## src/rtl/core/sfn_pkg.sv

```systemverilog
// ----------------------------------------------------------------------------
// sfn_pkg
// Shared types and constants for the spatial focus navigator.
// ----------------------------------------------------------------------------
package sfn_pkg;
  localparam int DEPTH_DEF = 64;

  localparam logic [1:0] REQ_CLEAR = 2'd0;
  localparam logic [1:0] REQ_ADD   = 2'd1;
  localparam logic [1:0] REQ_NAV   = 2'd2;
  localparam logic [1:0] REQ_RSVD  = 2'd3;  // no operation, plain ok result

  localparam logic [1:0] ST_OK    = 2'd0;
  localparam logic [1:0] ST_FULL  = 2'd1;
  localparam logic [1:0] ST_EMPTY = 2'd2;
  localparam logic [1:0] ST_NONE  = 2'd3;

  localparam logic [2:0] DIR_NEXT  = 3'd0;
  localparam logic [2:0] DIR_PREV  = 3'd1;
  localparam logic [2:0] DIR_UP    = 3'd2;
  localparam logic [2:0] DIR_DOWN  = 3'd3;
  localparam logic [2:0] DIR_LEFT  = 3'd4;
  localparam logic [2:0] DIR_RIGHT = 3'd5;

  // One stored point.
  typedef struct packed {
    logic signed [15:0] x;
    logic signed [15:0] y;
    logic        [15:0] tag;
  } point_t;

  // Control from the sequencer to every cell of the row.
  typedef struct packed {
    logic shift_left;   // rotate toward index 0
    logic write_ins;    // insert slot loads, slots past it take left neighbor
  } cell_ctl_t;
endpackage

```

## src/rtl/core/sfn_cell.sv

```systemverilog
// ----------------------------------------------------------------------------
// sfn_cell
// One slot of the point row: holds a point and passes it to a neighbor.
// ----------------------------------------------------------------------------
module sfn_cell (
  input  logic              clk,
  input  sfn_pkg::cell_ctl_t ctl,
  input  logic              at_ins,     // this slot is the insert position
  input  logic              after_ins,  // this slot is past the insert position
  input  sfn_pkg::point_t   ins_pt,
  input  sfn_pkg::point_t   from_left,  // slot index-1
  input  sfn_pkg::point_t   from_right, // slot index+1 (or wrap)
  output sfn_pkg::point_t   pt
);
  sfn_pkg::point_t pt_r, pt_nxt;

  // Shift for insert, or rotate the whole row by one
  always_comb begin
    pt_nxt = pt_r;
    if (ctl.shift_left) begin
      pt_nxt = from_right;
    end else if (ctl.write_ins && at_ins) begin
      pt_nxt = ins_pt;
    end else if (ctl.write_ins && after_ins) begin
      pt_nxt = from_left;
    end
  end

  always_ff @(posedge clk) begin
    pt_r <= pt_nxt;
  end

  assign pt = pt_r;
endmodule

```

## config.mk

```make
export PLATFORM = sky130hd
export DESIGN_NAME = sfn_cell
export DESIGN_NICKNAME = d
export VERILOG_FILES = /design/src/rtl/core/sfn_pkg.sv /design/src/rtl/core/sfn_cell.sv
export SDC_FILE = /design/constraint.sdc
export NUM_CORES = 1
export LEC_CHECK = 0
export BUFFER_PORTS_ARGS = -buffer_cell sky130_fd_sc_hd__buf_2
export CORE_UTILIZATION = 43
export DETAILED_ROUTE_END_ITERATION = 12
export PLACE_DENSITY = 0.91
export SETUP_SLACK_MARGIN = 0.02
export SLEW_MARGIN = 20
export SYNTH_ARGS = -nofsm -noshare
export SYNTH_HDL_FRONTEND = slang
export SYNTH_SLANG_ARGS = --single-unit
export TNS_END_PERCENT = 20
```

## constraint.sdc

```tcl
create_clock -name clk -period 2.6 [get_ports clk]
set_clock_uncertainty 0.2 [all_clocks]
set_input_delay 0.13 -clock clk [delete_from_list [all_inputs] [get_ports clk]]
set_output_delay 0.13 -clock clk [all_outputs]
set_load 0.005 [all_outputs]
```

Word-level counts from Yosys, hierarchy flattened
Index checks and enable logic that the tools add are counted.
- register bits: 48
- input bits: 149
- output and inout port bits: 48
- word-level logic and storage cells: 9
- multiplexer cells: 3
- reductions and logical operators: 3
- operators with widths (cell ; number):
    $mux 48 ; 3
    $reduce_bool 3->1 ; 1
    $logic_and 1x1->1 ; 2

Depth between registers and ports, before layout
- word-level depth: 4
- mapped depth: 5
- mapped depth without buffers: 2

Worst setup path after synthesis
OpenSTA, ideal clock, no wires.
- path kind: in2reg
- from: in ctl[1] (netlist bit)
- to: reg pt_r (netlist bit pt[0]), enable pin
- library setup time: 413 ps
- arrival time: 1704 ps
- setup slack: 282 ps
- stages on the path: 3
- cells stage by stage: buf_2 -> buf_2 -> nand2b_1
- cells in the longest elaborated chain, start to end: 1
- RTL lines (what ; RTL line ; text):
    start: declaration ; sfn_cell.sv:7 ; input sfn_pkg::cell_ctl_t ctl,
    $reduce_bool 3->1 (no line) ; - ;
    end signal: assignment ; sfn_cell.sv:30 ; pt_r <= pt_nxt;
    end: declaration ; sfn_cell.sv:15 ; sfn_pkg::point_t pt_r, pt_nxt;
No other way between the ends.
A chain may end at the register's enable or synchronous reset.

==> results.tsv <==
metric	value	unit
synth_nets	423	
maxSlewViolCount	0	
ys_ff_latch	48	
syn_to_final_growth	64.6	%
ys_seq_area_frac	0.484	
tns	0	ns
cts-resized-gates	0	
place_congestion	0.818	
synthTopCellsByCount	edfxtp_1, inv_1, nand2_1, nand4b_1, o311ai_1	
hold_ws	0.00554	ns
cts_buffers	5	
dp.final_hpwl	6130	µm
clk_pin_slew_worst_paths	0.09	ns
place_ws	0.711	ns
utilization	0.751	
drc	0	
synth_edf_count	48	
fp.coreArea	6530	µm²
num_rows	29	
grt_pass1_vias	3423	
crit_type	in -> reg	
die_w	85.2	µm
io_buffers	196	
grt_first_pass_wirelength	15800	µm
cts.path.max_buffers	2	
layout_setup_ws	0.440	ns
wirelength	10300	µm
drv_cap	0	
status	finished, final reports clean	
tightest_slew	0.661	ns
cts_root_buf	clkbuf_8	
wl_per_cell	16.7	µm
slowest_stage	and2_4	
p_per_area	434	nW/µm²
postCtsSetupRepairBufs	0	
netlist_instances	274	
nNetsFinal	685	
h-tree-depth	2	
finalSetupViolations	0	
clock_sinks	48	
yosysTopAreaCell	edfxtp_1	
drt_pass1_iterations	6	
grt_overflow	0	
netlist.area_leader.share	0.484	
yosysWarnings	0	
min_delay_path_depth	3	
antenna_found_initial	0	
drive_gt1_frac	0.430	
fin_crit_sh	0.831	
vdd_drop_max	0.000233	V
ios	197	
ys.flop_type	edfxtp_1	
required	2.44	ns
rsz0062_at_grt	no	
slowest_delay	0.67	ns
drt_iter0_markers	160	
grt_max_degree	55	
fin_crit	2.16	ns
hold_class	in -> reg	
dieArea	7270	µm²
via_count	3371	
largest_reg_flops	48	
max_freq	463	MHz
ys_types	13	
hold_viol	0	
cp_cell_sequence	buf_2, and2_4, o311ai_1, dlygate4sd3_1	
relSlewSlack	0.559	
netlist_area	2980	µm²
path_max_fanout	48	
critPathLaunchType	input pin	
ys_top_cells_by_area	edfxtp_1, nand4b_1, o311ai_2	
cts_tree	yes	
ant_nets	0	
postSynth.asyncResetShare	0	
grt_usage	0.282	
die_y	85.2	µm
start_util	0.456	
vias_per_cell	5.48	
postCtsHoldBufs	84	
power_leakage	0.00226	µW
worstPathArrival	2.00	ns
avgSynthCellArea	10.9	µm²
cp-end-kind	flop	
[routing by layer]
layer / global-route usage / wire length (µm)
met1: 0.282 / 3670
met2: 0.526 / 5440
met3: 0.0720 / 737
met4: 0.168 / 422
met5: 0 / 0
[where the power goes]
group	switching [µW]	internal (µW)	leakage, µW	total (µW)
Combinational	261	335	0.00172	596
Clock	248	286	0.0000552	534
Sequential	28.2	969	0.000488	997
Total	537	1590	0.00226	2130
[per-stage QoR]
step / total power, µW / instances / area, µm²
2_1_floorplan: 1220 / 274 / 2980
4_1_cts: 2120 / 614 / 4900
6_report: 2130 / 615 / 4900
3_3_place_gp: 1450 / 522 / 3950
3_5_place_dp: 1470 / 522 / 3950
5_1_grt: 2230 / 614 / 4900
[critical path, delay by kind of cell]
| family | cells | cell delay [ns] |
|---|---|---|
| compound gates | 1 | 0.17 |
| buf+inv | 2 | 1.02 |
| simple gates | 1 | 0.67 |
[area by class of cell]
class                           count  area [µm²]
Clock inverter                      2        35.0
Timing Repair Buffer              286        1880
Clock buffer                        6        72.6
Fill cell                         425        1630
Sequential cell                    48        1440
Multi-Input combinational cell    147        1190
Inverter                           48         180
Tap cell                           77        96.3
Antenna cell                        1        2.50
[kinds of logic after synthesis]
group / after synthesis / share of synthesized area
flip-flops: 48 / 0.484
AND/OR/NAND/NOR: 98 / 0.207
AO/OA/AOI/OAI: 49 / 0.193
buffers and inverters: 79 / 0.116
[layout by cell type (no fill, tap or decap), drive strengths merged]
cell type and count:
o21ai 1, dlygate4sd3 84, clkbuf 6, edfxtp 48, inv 48, clkinv 1
o311ai 48, and2 1, nand4b 48, nand2b 1, buf 202, nand2 48
diode 1, bufinv 1
[worst paths after layout]
kind              startpoint  endpoint  slack [ns]
setup / recovery      at_ins    pt[21]        0.44
hold / removal    ins_pt[34]    pt[34]       0.006
No activity file was read; power rests on OpenSTA's default activity.
